--- src/sv/assert_macros.svh ---
// assertion macros used by the queue top level
`ifndef ASSERT_MACROS_SVH
`define ASSERT_MACROS_SVH
`ifndef SYNTHESIS
// expression must hold at every clock edge out of reset
`define SPQ_ASSERT_ALWAYS(label, clk, rst_n, expr) \
    label: assert property (@(posedge clk) disable iff (!rst_n) (expr)) \
        else $error("%m: assertion failed");
// antecedent implies consequent in the same cycle
`define SPQ_ASSERT_IMPLY(label, clk, rst_n, ante, cons) \
    label: assert property (@(posedge clk) disable iff (!rst_n) (ante) |-> (cons)) \
        else $error("%m: assertion failed");
`else
`define SPQ_ASSERT_ALWAYS(label, clk, rst_n, expr)
`define SPQ_ASSERT_IMPLY(label, clk, rst_n, ante, cons)
`endif
`endif

--- src/sv/spq_pkg.sv ---
// shared types and constants of the sorted priority queue
package spq_pkg;

    localparam int CMD_W   = 2;
    localparam int COUNT_W = 5;

    typedef enum logic [CMD_W-1:0] {
        CMD_PUSH   = 2'd0,
        CMD_UPDATE = 2'd1,
        CMD_POP    = 2'd2,
        CMD_QUERY  = 2'd3
    } cmd_t;

    // control of the edit stage for one sweep cycle
    typedef struct packed {
        logic run;       // sweep in progress, ring and edit stage advance
        logic first;     // priming cycle of a sweep
        logic at_head;   // held entry is the head of the queue
        logic ins_mode;  // insert sweep, else search or remove sweep
        logic rm_pop;    // remove the head regardless of tag
        logic rm_write;  // take the matched entry out of the ring
    } edit_ctrl_t;

endpackage

--- src/sv/sorted_priority_queue.sv ---
// sorted priority queue top level: ring of cells, edit stage, command sequencer
// sequence: push makes an insert sweep, pop and query a remove sweep, update a remove sweep
//   and, when the tag is found, an insert sweep; a push to a full queue or a pop of an empty one makes none
// flow: one command in flight, the next one is accepted only after the result is loaded into the output register
// reset: async active low, clears all cell valid bits, the entry count and order_mode
`include "assert_macros.svh"
module sorted_priority_queue #(
    parameter int CAPACITY  = 16,
    parameter int KEY_WIDTH = 16,
    parameter int TAG_WIDTH = 16,
    localparam int IN_DATA_W  = ((TAG_WIDTH + KEY_WIDTH + 7) / 8) * 8,
    localparam int OUT_DATA_W = ((TAG_WIDTH + KEY_WIDTH + 3 + spq_pkg::COUNT_W + 7) / 8) * 8
) (
    input  logic                        clk,
    input  logic                        rst_n,
    // configuration register order_mode
    input  logic                        cfg_we,
    input  logic                        cfg_wdata,
    // command stream
    input  logic                        s_axis_tvalid,
    output logic                        s_axis_tready,
    input  logic [IN_DATA_W-1:0]        s_axis_tdata,   // tag, key, zero pad
    input  logic [spq_pkg::CMD_W-1:0]   s_axis_tuser,   // cmd
    // result stream
    output logic                        m_axis_tvalid,
    input  logic                        m_axis_tready,
    output logic [OUT_DATA_W-1:0]       m_axis_tdata    // ok, tag_out, key_out, present,
                                                        // empty_res, count, zero pad
);

    import spq_pkg::*;

    localparam int ENTRY_W = 1 + TAG_WIDTH + KEY_WIDTH;
    localparam int CNT_W   = $clog2(CAPACITY + 1);

    // one-hot sequencer states
    typedef enum logic [3:0] {
        ST_IDLE   = 4'b0001,
        ST_REMOVE = 4'b0010,
        ST_INSERT = 4'b0100,
        ST_DONE   = 4'b1000
    } state_t;

    state_t               state_reg, state_next;
    logic [CNT_W-1:0]     pass_cnt_reg, pass_cnt_next;
    logic [CNT_W-1:0]     count_reg, count_next;
    logic                 order_mode_reg;

    // command and result holding registers
    cmd_t                 cmd_reg, cmd_next;
    logic [TAG_WIDTH-1:0] tag_reg, tag_next;
    logic [KEY_WIDTH-1:0] key_reg, key_next;
    logic                 res_ok_reg, res_ok_next;
    logic                 res_present_reg, res_present_next;
    logic [TAG_WIDTH-1:0] res_tag_reg, res_tag_next;
    logic [KEY_WIDTH-1:0] res_key_reg, res_key_next;

    // output register, parts the result side from the command side
    logic                  m_valid_reg, m_valid_next;
    logic [OUT_DATA_W-1:0] m_data_reg, m_data_next;

    logic                 in_accept;
    cmd_t                 cmd_in;
    logic [TAG_WIDTH-1:0] tag_in;
    logic [KEY_WIDTH-1:0] key_in;
    logic                 pass_last;
    logic                 queue_full;
    logic                 queue_empty;

    edit_ctrl_t           ctrl;
    logic [ENTRY_W-1:0]   cell_q [CAPACITY];
    logic [ENTRY_W-1:0]   tail_d;
    logic                 edit_found;
    logic [TAG_WIDTH-1:0] edit_hit_tag;
    logic [KEY_WIDTH-1:0] edit_hit_key;

    assign cmd_in = cmd_t'(s_axis_tuser);
    assign tag_in = s_axis_tdata[TAG_WIDTH-1:0];
    assign key_in = s_axis_tdata[TAG_WIDTH +: KEY_WIDTH];

    // a command is taken only between sweeps; a finished result may still wait
    assign s_axis_tready = (state_reg == ST_IDLE);
    assign in_accept     = s_axis_tvalid && s_axis_tready;

    assign pass_last   = (pass_cnt_reg == CNT_W'(CAPACITY));
    assign queue_full  = (count_reg == CNT_W'(CAPACITY));
    assign queue_empty = (count_reg == '0);

    // a sweep passes every entry once through the ring of CAPACITY cells plus the edit stage,
    // so every entry comes back to its ranked slot when the sweep ends
    assign ctrl.run      = (state_reg == ST_REMOVE) || (state_reg == ST_INSERT);
    assign ctrl.first    = (pass_cnt_reg == '0);
    assign ctrl.at_head  = (pass_cnt_reg == CNT_W'(1));
    assign ctrl.ins_mode = (state_reg == ST_INSERT);
    assign ctrl.rm_pop   = (cmd_reg == CMD_POP);
    assign ctrl.rm_write = (cmd_reg != CMD_QUERY);

    // ring of cells, head at index 0, the edit stage feeds the tail
    for (genvar i = 0; i < CAPACITY; i++)
    begin : g_cell
        logic [ENTRY_W-1:0] cell_d;
        if (i == CAPACITY - 1)
        begin : g_tail
            assign cell_d = tail_d;
        end
        else
        begin : g_body
            assign cell_d = cell_q[i+1];
        end
        spq_cell #(
            .WIDTH (ENTRY_W)
        ) u_cell (
            .clk   (clk),
            .rst_n (rst_n),
            .shift (ctrl.run),
            .d     (cell_d),
            .q     (cell_q[i])
        );
    end

    spq_edit #(
        .KEY_WIDTH (KEY_WIDTH),
        .TAG_WIDTH (TAG_WIDTH)
    ) u_edit (
        .clk        (clk),
        .rst_n      (rst_n),
        .ctrl       (ctrl),
        .order_mode (order_mode_reg),
        .op_tag     (tag_reg),
        .op_key     (key_reg),
        .x          (cell_q[0]),
        .y          (tail_d),
        .found      (edit_found),
        .hit_tag    (edit_hit_tag),
        .hit_key    (edit_hit_key)
    );

    // command sequencer
    always_comb
    begin
        state_next       = state_reg;
        pass_cnt_next    = pass_cnt_reg;
        count_next       = count_reg;
        cmd_next         = cmd_reg;
        tag_next         = tag_reg;
        key_next         = key_reg;
        res_ok_next      = res_ok_reg;
        res_present_next = res_present_reg;
        res_tag_next     = res_tag_reg;
        res_key_next     = res_key_reg;
        m_valid_next     = m_valid_reg;
        m_data_next      = m_data_reg;

        // result transaction completes
        if (m_valid_reg && m_axis_tready)
        begin
            m_valid_next = 1'b0;
        end

        if (ctrl.run)
        begin
            pass_cnt_next = pass_last ? '0 : pass_cnt_reg + CNT_W'(1);
        end

        unique case (state_reg)
            ST_IDLE:
            begin
                if (in_accept)
                begin
                    cmd_next         = cmd_in;
                    tag_next         = tag_in;
                    key_next         = key_in;
                    res_ok_next      = 1'b0;
                    res_present_next = 1'b0;
                    res_tag_next     = '0;
                    res_key_next     = '0;
                    unique case (cmd_in)
                        CMD_PUSH:   state_next = queue_full ? ST_DONE : ST_INSERT;
                        CMD_POP:    state_next = queue_empty ? ST_DONE : ST_REMOVE;
                        CMD_UPDATE: state_next = ST_REMOVE;
                        CMD_QUERY:  state_next = ST_REMOVE;
                        default:    state_next = ST_DONE;
                    endcase
                end
            end
            ST_REMOVE:
            begin
                if (pass_last)
                begin
                    state_next = ST_DONE;
                    unique case (cmd_reg)
                        CMD_POP:
                        begin
                            res_ok_next  = 1'b1;
                            res_tag_next = edit_hit_tag;
                            res_key_next = edit_hit_key;
                            count_next   = count_reg - CNT_W'(1);
                        end
                        CMD_UPDATE:
                        begin
                            // a lone matching entry is re-keyed but reports failure
                            if (edit_found)
                            begin
                                res_ok_next = (count_reg >= CNT_W'(2));
                                count_next  = count_reg - CNT_W'(1);
                                state_next  = ST_INSERT;
                            end
                        end
                        CMD_QUERY:
                        begin
                            res_ok_next      = edit_found;
                            res_present_next = edit_found;
                        end
                        default:
                        begin
                            res_ok_next = 1'b0;
                        end
                    endcase
                end
            end
            ST_INSERT:
            begin
                if (pass_last)
                begin
                    count_next = count_reg + CNT_W'(1);
                    state_next = ST_DONE;
                    if (cmd_reg == CMD_PUSH)
                    begin
                        res_ok_next = 1'b1;
                    end
                end
            end
            ST_DONE:
            begin
                // load the output register once it is free or being drained
                if (!m_valid_reg || m_axis_tready)
                begin
                    m_valid_next = 1'b1;
                    m_data_next  = OUT_DATA_W'({COUNT_W'(count_reg), queue_empty,
                                                res_present_reg, res_key_reg,
                                                res_tag_reg, res_ok_reg});
                    state_next   = ST_IDLE;
                end
            end
            default:
            begin
                state_next = ST_IDLE;
            end
        endcase
    end

    always_ff @(posedge clk or negedge rst_n)
    begin
        if (!rst_n)
        begin
            state_reg      <= ST_IDLE;
            pass_cnt_reg   <= '0;
            count_reg      <= '0;
            m_valid_reg    <= 1'b0;
            order_mode_reg <= 1'b0;
        end
        else
        begin
            state_reg    <= state_next;
            pass_cnt_reg <= pass_cnt_next;
            count_reg    <= count_next;
            m_valid_reg  <= m_valid_next;
            if (cfg_we)
            begin
                order_mode_reg <= cfg_wdata;
            end
        end
    end

    always_ff @(posedge clk)
    begin
        cmd_reg         <= cmd_next;
        tag_reg         <= tag_next;
        key_reg         <= key_next;
        res_ok_reg      <= res_ok_next;
        res_present_reg <= res_present_next;
        res_tag_reg     <= res_tag_next;
        res_key_reg     <= res_key_next;
        m_data_reg      <= m_data_next;
    end

    assign m_axis_tvalid = m_valid_reg;
    assign m_axis_tdata  = m_data_reg;

    // while idle, held entries occupy the slots from the head up to the count
    logic [CAPACITY-1:0] valid_vec;
    logic [CAPACITY-1:0] prefix_vec;
    for (genvar i = 0; i < CAPACITY; i++)
    begin : g_chk
        assign valid_vec[i]  = cell_q[i][ENTRY_W-1];
        assign prefix_vec[i] = (CNT_W'(i) < count_reg);
    end

    `SPQ_ASSERT_ALWAYS(a_count_bound, clk, rst_n, count_reg <= CNT_W'(CAPACITY))
    `SPQ_ASSERT_IMPLY(a_valid_prefix, clk, rst_n, state_reg == ST_IDLE, valid_vec == prefix_vec)
    `SPQ_ASSERT_IMPLY(a_insert_placed, clk, rst_n, ctrl.ins_mode && pass_last, edit_found)
    `SPQ_ASSERT_IMPLY(a_no_accept_in_sweep, clk, rst_n, ctrl.run, !s_axis_tready)

endmodule

--- src/sv/spq_cell.sv ---
// one storage cell of the queue ring
module spq_cell #(
    parameter int WIDTH = 33
) (
    input  logic             clk,
    input  logic             rst_n,
    input  logic             shift,
    input  logic [WIDTH-1:0] d,
    output logic [WIDTH-1:0] q
);

    logic             valid_reg;
    logic [WIDTH-2:0] data_reg;

    // valid flag sits in the top bit
    always_ff @(posedge clk or negedge rst_n)
    begin
        if (!rst_n)
        begin
            valid_reg <= 1'b0;
        end
        else if (shift)
        begin
            valid_reg <= d[WIDTH-1];
        end
    end

    always_ff @(posedge clk)
    begin
        if (shift)
        begin
            data_reg <= d[WIDTH-2:0];
        end
    end

    assign q = {valid_reg, data_reg};

endmodule

--- src/sv/spq_edit.sv ---
// edit stage that closes the ring: insert, remove or search during a sweep
module spq_edit #(
    parameter int KEY_WIDTH = 16,
    parameter int TAG_WIDTH = 16,
    localparam int ENTRY_W  = 1 + TAG_WIDTH + KEY_WIDTH
) (
    input  logic                 clk,
    input  logic                 rst_n,
    input  spq_pkg::edit_ctrl_t  ctrl,
    input  logic                 order_mode,
    input  logic [TAG_WIDTH-1:0] op_tag,
    input  logic [KEY_WIDTH-1:0] op_key,
    input  logic [ENTRY_W-1:0]   x,
    output logic [ENTRY_W-1:0]   y,
    output logic                 found,
    output logic [TAG_WIDTH-1:0] hit_tag,
    output logic [KEY_WIDTH-1:0] hit_key
);

    import spq_pkg::*;

    logic [ENTRY_W-1:0]   hold_reg;
    logic [ENTRY_W-1:0]   carry_reg;
    logic                 flag_reg;
    logic                 flag_next;
    logic [TAG_WIDTH-1:0] hit_tag_reg;
    logic [KEY_WIDTH-1:0] hit_key_reg;

    logic                 hold_valid;
    logic [TAG_WIDTH-1:0] hold_tag;
    logic [KEY_WIDTH-1:0] hold_key;
    logic                 new_beats_hold;
    logic                 hold_beats_new;
    logic                 place_here;
    logic                 match_now;

    assign hold_valid = hold_reg[ENTRY_W-1];
    assign hold_tag   = hold_reg[KEY_WIDTH +: TAG_WIDTH];
    assign hold_key   = hold_reg[KEY_WIDTH-1:0];

    assign new_beats_hold = order_mode ? (op_key < hold_key) : (op_key > hold_key);
    assign hold_beats_new = order_mode ? (hold_key < op_key) : (hold_key > op_key);

    // head: go in front only when strictly ahead; later: stop at first entry not ahead
    assign place_here = !hold_valid || (ctrl.at_head ? new_beats_hold : !hold_beats_new);
    assign match_now  = !ctrl.ins_mode && !flag_reg && hold_valid
                        && (ctrl.rm_pop || (hold_tag == op_tag));

    always_comb
    begin
        y         = hold_reg;
        flag_next = flag_reg;
        if (ctrl.first)
        begin
            y         = '0;
            flag_next = 1'b0;
        end
        else if (ctrl.ins_mode)
        begin
            if (!flag_reg && place_here)
            begin
                y         = {1'b1, op_tag, op_key};
                flag_next = 1'b1;
            end
            else if (flag_reg)
            begin
                y = carry_reg;
            end
        end
        else
        begin
            flag_next = flag_reg || match_now;
            // once the match is dropped every later entry moves up by one
            if (ctrl.rm_write && (flag_reg || match_now))
            begin
                y = x;
            end
        end
    end

    always_ff @(posedge clk or negedge rst_n)
    begin
        if (!rst_n)
        begin
            flag_reg <= 1'b0;
        end
        else if (ctrl.run)
        begin
            flag_reg <= flag_next;
        end
    end

    always_ff @(posedge clk)
    begin
        if (ctrl.run)
        begin
            hold_reg  <= x;
            carry_reg <= hold_reg;
            if (match_now && !ctrl.first)
            begin
                hit_tag_reg <= hold_tag;
                hit_key_reg <= hold_key;
            end
        end
    end

    assign found   = flag_next;
    assign hit_tag = match_now ? hold_tag : hit_tag_reg;
    assign hit_key = match_now ? hold_key : hit_key_reg;

endmodule

--- config.mk ---
export PLATFORM = sky130hd
export DESIGN_NAME = sorted_priority_queue
export DESIGN_NICKNAME = d
export VERILOG_FILES = /design/src/sv/spq_pkg.sv /design/src/sv/sorted_priority_queue.sv /design/src/sv/spq_cell.sv /design/src/sv/spq_edit.sv
export VERILOG_INCLUDE_DIRS = /design/src /design/src/sv
export SDC_FILE = /design/constraint.sdc
export NUM_CORES = 1
export LEC_CHECK = 0
export ABC_AREA = 1
export BUFFER_PORTS_ARGS = -buffer_cell sky130_fd_sc_hd__buf_2
export CAP_MARGIN = 40
export CELL_PAD_IN_SITES_DETAIL_PLACEMENT = 2
export CELL_PAD_IN_SITES_GLOBAL_PLACEMENT = 2
export CORE_UTILIZATION = 23
export CTS_BUF_LIST = sky130_fd_sc_hd__clkbuf_4 sky130_fd_sc_hd__clkbuf_8 sky130_fd_sc_hd__clkbuf_16
export DETAILED_ROUTE_END_ITERATION = 8
export GPL_ROUTABILITY_DRIVEN = 0
export PLACE_DENSITY_LB_ADDON = 0.1
export SETUP_SLACK_MARGIN = 0.4
export SYNTH_ARGS = -nofsm -noshare
export SYNTH_HDL_FRONTEND = slang
export SYNTH_SLANG_ARGS = --single-unit
--- constraint.sdc ---
create_clock -name clk -period 17.4 [get_ports clk]
set_clock_uncertainty 0.15 [all_clocks]
set_input_delay 1.74 -clock clk [delete_from_list [all_inputs] [get_ports clk]]
set_output_delay 1.74 -clock clk [all_outputs]
set_load 0.1 [all_outputs]
==> results of run 1 <==
-- cell type report --
| type | count | area, um2 | share of cell area |
|---|---|---|---|
| clock buffer | 115 | 2490 | 0.0792 |
| clock inverter | 47 | 465 | 0.0148 |
| inverter | 83 | 319 | 0.0102 |
| multi-input combinational | 618 | 3150 | 0.100 |
| sequential | 751 | 22400 | 0.713 |
| tap | 1500 | 1880 | 0.0598 |
| timing repair buffer | 107 | 716 | 0.0228 |
-- Yosys cell counts (6+ instances only) --
library cell  number
a21oi_1           86
a31oi_1           13
buf_2             11
clkbuf_1          23
dfrtp_1           32
edfxtp_1         718
ha_1              22
inv_1             73
inv_2             10
nand2_1          238
nand2_2           10
nand3_1          101
nand4_1            8
nor2_1            48
nor3_1             6
o21ai_0           49
o21ai_1            6
-- power by group through the flow --
stage          Clock (mW)  Sequential [mW]  Combinational [mW]
6_report             1.88             2.91                1.03
5_1_grt              2.02             2.97                1.15
4_1_cts              1.97             2.93                1.08
3_5_place_dp            0             2.95                1.08
3_3_place_gp            0             2.95                1.01
2_1_floorplan           0             3.12               0.591
-- per-layer routing --
layer  wire length, um  vias up  track usage
met1             30200     6701        0.153
met2             28200      180        0.166
met4              1910        0       0.0399
met3              2090      121       0.0235
met5                 0        -            0
li1                  -     5851            -
-- worst max-delay path, stage by stage (launching register included) --
cell and delay [ps]:
dfrtp_1 410, nor2_1 100, inv_1 70, nor3_2 100, buf_4 460, nor2_1 80
buf_4 250, inv_8 530, buf_4 600, buf_12 320, buf_4 410, buf_16 320
-- how the worst max path moves through the flow --
stage	to	slack, ps	cells after the start
after global routing	g_cell[3].u_cell.data_reg[10]$_DFFE_PP_	12600	11
after global placement	g_cell[15].u_cell.data_reg[8]$_SDFFCE_PP0P_	12630	9
after detailed placement	g_cell[8].u_cell.data_reg[8]$_DFFE_PP_	12860	11
after floorplan	g_cell[0].u_cell.data_reg[0]$_DFFE_PP_	8180	6
final	g_cell[14].u_cell.data_reg[10]$_DFFE_PP_	13060	11
after CTS	g_cell[14].u_cell.data_reg[10]$_DFFE_PP_	12890	11
-- metrics by stage --
stage          cells  area [um2]
6_report        3221       31400
3_5_place_dp    3059       28400
3_3_place_gp    3051       28300
2_1_floorplan   1497       26000
5_1_grt         3221       31400
4_1_cts         3221       31400
-- cells by family after synthesis --
| group | synth area share |
|---|---|
| AOI/OAI and AO/OA | 0.0350 |
| buffers and inverters | 0.0213 |
| adders and majority gates | 0.0113 |
| DFF | 0.859 |
| xor gates and xnor gates | 0.00168 |
| and+or+nand+nor | 0.0712 |
==> metrics.md, run 1 <==
| Metric | Value |
|---|---|
| Post-Syn Area per Cell | 17.4 um2 |
| R2r startpoint | state_reg[3]$_DFFE_PN0P_ |
| Unrepaired setup endpoints after global routing | false |
| ANT nets after route | 0 |
| Outcome | completed |
| Most common cell after layout, fill and taps aside | edfxtp_1 |
| Number of gates resized after CTS | 0 |
| Hold Crit Start | g_cell[8].u_cell.data_reg[18]$_DFFE_PP_ |
| Hold path endpoint | g_cell[7].u_cell.data_reg[18]$_DFFE_PP_ |
| R2R Path End | g_cell[14].u_cell.data_reg[10]$_DFFE_PP_ |
| Ratio of cells with drive above 1 in the final layout | 0.173 |
| Number of synthesized flops with an enable pin | 718 |
| Worst-path clk slew | 60 ps |
| Row cnt | 123 |
| I/O Pins | 82 |
| Worst vdd ir | 0.0759 mV |
| Total Power | 5.82 mW |
| Flop pwr share | 0.500 |
| Slew @ Worst Pin | 932 ps |
| First-pass GRT wire length | 92900 um |
| CP Capture Type | register |
| Layout Utilization | 0.279 |
| Starting Density | 0.232 |
| TritonCTS Buffers | 89 |
| Initial antenna violation count | 3 |
| Most frequent cells in the layout | edfxtp_1 (718), nand2_1 (237), nand3_1 (100) |
| Cell internal pwr | 4.07 mW |
| Yosys top cell area share | 0.828 |
| H-tree levels | 3 |
| Ys async rst share | 0.0439 |
| Net Sw Power | 1.75 mW |
| Final setup viols | 0 |
| Min-delay worst type | reg -> reg |
| DIE AREA | 0.115 mm2 |
| Clk root buf | clkbuf_16 |
| Vias | 12.9k |
| Yosys reg bits | 751 |
| Area growth syn-to-layout | 20.5% |
| GRT Resource Usage Total | 0.109 |
| CTS tree | built |
| Power per cell area | 185 mW/mm2 |
| Final Hold Fails | 0 |
| Crit-path max FO | 123 |
| Switch share | 0.300 |
| Combinational Power Share | 0.177 |
| Hold Path Depth | 0 |
| Core area | 0.112 mm2 |
| Final hold slack | 254 ps |
| Skew-Pair Late Insertion Delay | 650 ps |
| Ys Warns | 0 |
| DRT Pass-1 Iters | 4 |
| DP Worst Slack | 12860 ps |
| Grt ovf | 0 |
| DRT Wirelength | 62400 um |
| Critical path class | reg -> reg |
| Cell Area, Synth | 0.0260 mm2 |
| Final slew viol count | 0 |
| Clk pwr share | 0.323 |
| Leakage | 11.0 nW |
| Total inserted antenna cells | 0 |
| Sinks on Clock Net | 751 |
| Horiz. Die Dim | 339 um |
| Max reg flops | 512 |
| Post-Synthesis Cells | 1497 |
| Wire per inst | 19.4 um |
| WP data arrival | 4500 ps |
| CP Data Required Time | 17560 ps |
| Vias per cell | 3.99 |
| Layout fillers | 11.7k |
| Worst Slack Setup Final | 13060 ps |
| Synth top area cells | edfxtp_1 (83%), nand2_1 (3.4%), dfrtp_1 (3.1%) |
| Buffers on Ports | 81 |
| Primary FF master, synth | edfxtp_1 |
| Reg2reg setup slack | 13060 ps |
| Final net count | 1713 |
| Crit path launch | state_reg[3]$_DFFE_PN0P_ |
| Final period utilization | 0.249 |
| Startpoint types | register |
| Largest net degree at the start of global routing | 124 |
| Register area share after synthesis | 0.859 |
| DRC Markers | 0 |
| Synth area leader | edfxtp_1 |
| Max frequency | 0.230 GHz |
| Synth cell types | 42 |
| Worst-case reg-to-reg path depth | 11 |
| Max-Cap Viols | 0 |
| Post-synth net total | 1560 |
| Final worst path period need | 4340 ps |
| Total negative slack | 0 ps |
| Iter 0 DRT Violations | 802 |
| Number of buffers added for setup after CTS | 0 |
| Clock Tree Buf Depth | 3 |
| Detailed placement HPWL | 35400 um |
| Cts hold-fix bufs | 0 |
| Relative slew margins | 0.378 |
| Vias in the first global route | 13.8k |
| Chip height | 339 um |
Note: power is estimated with default switching activity, not from simulation.
==> run 2, diff against run 1 <==
==> constraint.sdc (replaced) <==
create_clock -name clk -period 4.23 [get_ports clk]
set_clock_uncertainty 0.15 [all_clocks]
set_input_delay 0.423 -clock clk [delete_from_list [all_inputs] [get_ports clk]]
set_output_delay 0.423 -clock clk [all_outputs]
set_load 0.1 [all_outputs]
==> run 2 against run 1 <==
Compared with the run above:
- sequential share of layout area down 0.84 points
- die area unchanged
- non-clock buffer count is 41 higher
- utilization is 0.33 points higher
- critical path depth up 4
- critical endpoint is now g_cell[15].u_cell.data_reg[15]$_SDFFCE_PP0P_
- largest cell class unchanged
==> metrics.md, run 2 (same netlist as run 1, synthesis figures left out) <==
| Metric | Value |
|---|---|
| Worst-case reg-to-reg path depth | 15 (was 11) |
| Largest net degree at the start of global routing | 157 (was 124) |
| Placed cells | 3060 (was 3059) |
| Layout fillers | 11.7k (about the same) |
| Skew-Pair Late Insertion Delay | 660 ps (was 650 ps) |
| Crit-path max cell delay | 470 ps (was 600 ps) |
| Clk pwr share | 0.317 (was 0.323) |
| Iter 0 DRT Violations | 803 (was 802) |
| Switch share | 0.305 (was 0.300) |
| Slew @ Worst Pin | 993 ps (was 932 ps) |
| Finished Layout Cells | 3262 (was 3221) |
| Area growth syn-to-layout | 22.0% (was 20.5%) |
| Net Sw Power | 7.28 mW (was 1.75 mW) |
| Ratio of cells with drive above 1 in the final layout | 0.166 (was 0.173) |
| Vias per cell | 3.98 (was 3.99) |
| Crit-path max FO | 19 (was 123) |
| Chip height | 339 um (unchanged) |
| TritonCTS Buffers | 88 (was 89) |
| Crit-path slowest cell | edfxtp_1 (was buf_4) |
| Starting Density | 0.232 (unchanged) |
| Row cnt | 123 (unchanged) |
| CP Capture Type | register (unchanged) |
| Final net count | 1753 (was 1713) |
| Clk root buf | clkbuf_16 (unchanged) |
| Critical path class | reg -> reg (unchanged) |
| Cell internal pwr | 16.6 mW (was 4.07 mW) |
| Unrepaired setup endpoints after global routing | false (unchanged) |
| Worst-path clk slew | 60 ps (about the same) |
| I/O Pins | 82 (unchanged) |
| GRT Resource Usage Total | 0.112 (was 0.109) |
| Flop pwr share | 0.504 (was 0.500) |
| CP Data Required Time | 4480 ps (was 17560 ps) |
| Relative slew margins | 0.338 (was 0.378) |
| Most common cell after layout, fill and taps aside | edfxtp_1 (unchanged) |
| Buffers on Ports | 81 (unchanged) |
| Leakage | 11.1 nW (was 11.0 nW) |
| WP data arrival | 3540 ps (was 4500 ps) |
| Outcome | completed (unchanged) |
| Crit-path most repeated cell | nand2_1 (was buf_4) |
| Combinational Power Share | 0.178 (was 0.177) |
| Vias in the first global route | 14.0k (was 13.8k) |
| Power per cell area | 750 mW/mm2 (was 185 mW/mm2) |
| Clock Tree Buf Depth | 3 (unchanged) |
| Most frequent cells in the layout | edfxtp_1 (718), nand2_1 (237), nand3_1 (100) (unchanged) |
| ANT nets after route | 0 (unchanged) |
| First-pass GRT wire length | 95000 um (was 92900 um) |
| Sinks on Clock Net | 751 (unchanged) |
| Final slew viol count | 0 (unchanged) |
| CTS tree | built (unchanged) |
| Initial antenna violation count | 2 (was 3) |
| H-tree levels | 3 (unchanged) |
| Final setup viols | 0 (unchanged) |
| Final worst path period need | 3290 ps (was 4340 ps) |
| Max frequency | 0.304 GHz (was 0.230 GHz) |
| Final Hold Fails | 0 (unchanged) |
| Final period utilization | 0.777 (was 0.249) |
| Total negative slack | 0 ps (unchanged) |
| Vias | 13.0k (was 12.9k) |
| Startpoint types | register (unchanged) |
| FF+latch area | 0.0224 mm2 (about the same) |
| DRC Markers | 0 (unchanged) |
| Core area | 0.112 mm2 (unchanged) |
| Wire per inst | 19.3 um (was 19.4 um) |
| Multi-input gate area | 0.00316 mm2 (was 0.00315 mm2) |
| Min-delay worst type | in -> async (was reg -> reg) |
| DIE AREA | 0.115 mm2 (unchanged) |
| DRT Pass-1 Iters | 4 (unchanged) |
| Horiz. Die Dim | 339 um (unchanged) |
| Max-Cap Viols | 0 (unchanged) |
| Worst-path cell chain | inv_1 > nand2_1 > nand2_1 > nor2_1 > nand2_1 > nor2_1 > nand2_1 > nand2_1 > nand2_2 > nand2_4 > buf_4 > nand3_1 > nand3_1 > nand2_1 > a31oi_1 (was nor2_1 > inv_1 > nor3_2 > buf_4 > nor2_1 > buf_4 > inv_8 > buf_4 > buf_12 > buf_4 > buf_16) |
| DRT Wirelength | 63100 um (was 62400 um) |
| Worst vdd ir | 0.422 mV (was 0.0759 mV) |
| Grt ovf | 0 (unchanged) |
| Max reg flops | 512 (unchanged) |
| Detailed placement HPWL | 35700 um (was 35400 um) |
| Number of buffers added for setup after CTS | 0 (unchanged) |
## run 2: changes by cell type in the layout (fill, tap and decap cells not counted), sizes merged
cell / change
dlygate4sd3: +40
clkbuf: -4
inv: +4
bufinv: -2
buf: +1
clkinv: +1
diode: +1
## run 2: routing by layer
metal,global-route usage,routed length (um)
met2,0.169,28400
met5,0,0
met4,0.0440,1860
met1,0.157,30400
met3,0.0221,2430
## run 2: power by group through the flow
stage | registers (mW) | logic, mW | clock network [mW]
2_1_floorplan | 12.1 | 2.47 | 0
3_3_place_gp | 12.1 | 4.26 | 0
3_5_place_dp | 12.2 | 4.42 | 0
4_1_cts | 12.1 | 4.47 | 7.92
5_1_grt | 12.3 | 4.77 | 8.19
6_report | 12.0 | 4.25 | 7.56
## run 2: worst max-delay path: cells and delay by family (launching register included)
kind | cells | cell delay [ps]
AND/OR/NAND/NOR | 12 | 1490
flip-flops | 1 | 470
buffers and inverters | 2 | 550
AO/OA/AOI/OAI | 1 | 340
## run 2: path summary, 6_finish.rpt
kind | startpoint | to | slack, ps
worst max-delay path | u_edit.hold_reg[22]$_DFFE_PP_ | g_cell[15].u_cell.data_reg[15]$_SDFFCE_PP0P_ | 940
worst min-delay path | rst_n | count_reg[0]$_DFFE_PN0P_ | 130
worst max register to register | u_edit.hold_reg[22]$_DFFE_PP_ | g_cell[15].u_cell.data_reg[15]$_SDFFCE_PP0P_ | 940
worst min register to register | g_cell[9].u_cell.data_reg[21]$_DFFE_PP_ | g_cell[8].u_cell.data_reg[21]$_DFFE_PP_ | 240
max in group asynchronous | rst_n | count_reg[1]$_DFFE_PN0P_ | 3250
min in group clk | g_cell[9].u_cell.data_reg[21]$_DFFE_PP_ | g_cell[8].u_cell.data_reg[21]$_DFFE_PP_ | 240
## run 2: layout make-up
class                   instances  area share
flip-flops and latches        751       0.705
clock inverters                50      0.0146
clock buffers                 111      0.0753
inverters                      83      0.0100
repair buffers                148      0.0369
well taps                    1500      0.0591
diodes                          1   0.0000788
multi-input cells             618      0.0994
## run 2: per-stage QoR
step / utilization / hold WS (ps) / cell area, um2 / total power, mW / setup WS, ps
floorplan: - / -22.6 / 26100 / 14.6 / 467
global placement: 0.253 / 251 / 28400 / 16.4 / 938
detailed placement: 0.254 / 87.6 / 28500 / 16.6 / 868
CTS: 0.283 / 86.0 / 31800 / 24.5 / 833
global route: 0.283 / 120 / 31800 / 25.2 / 583
finish: 0.283 / 126 / 31800 / 23.8 / 942
## run 2: timing repair
item	in CTS	in global routing
endpoints found under the hold margin	70	0
endpoints found under the setup margin	0	0
gates resized for setup	0	0
hold buffers	40	0
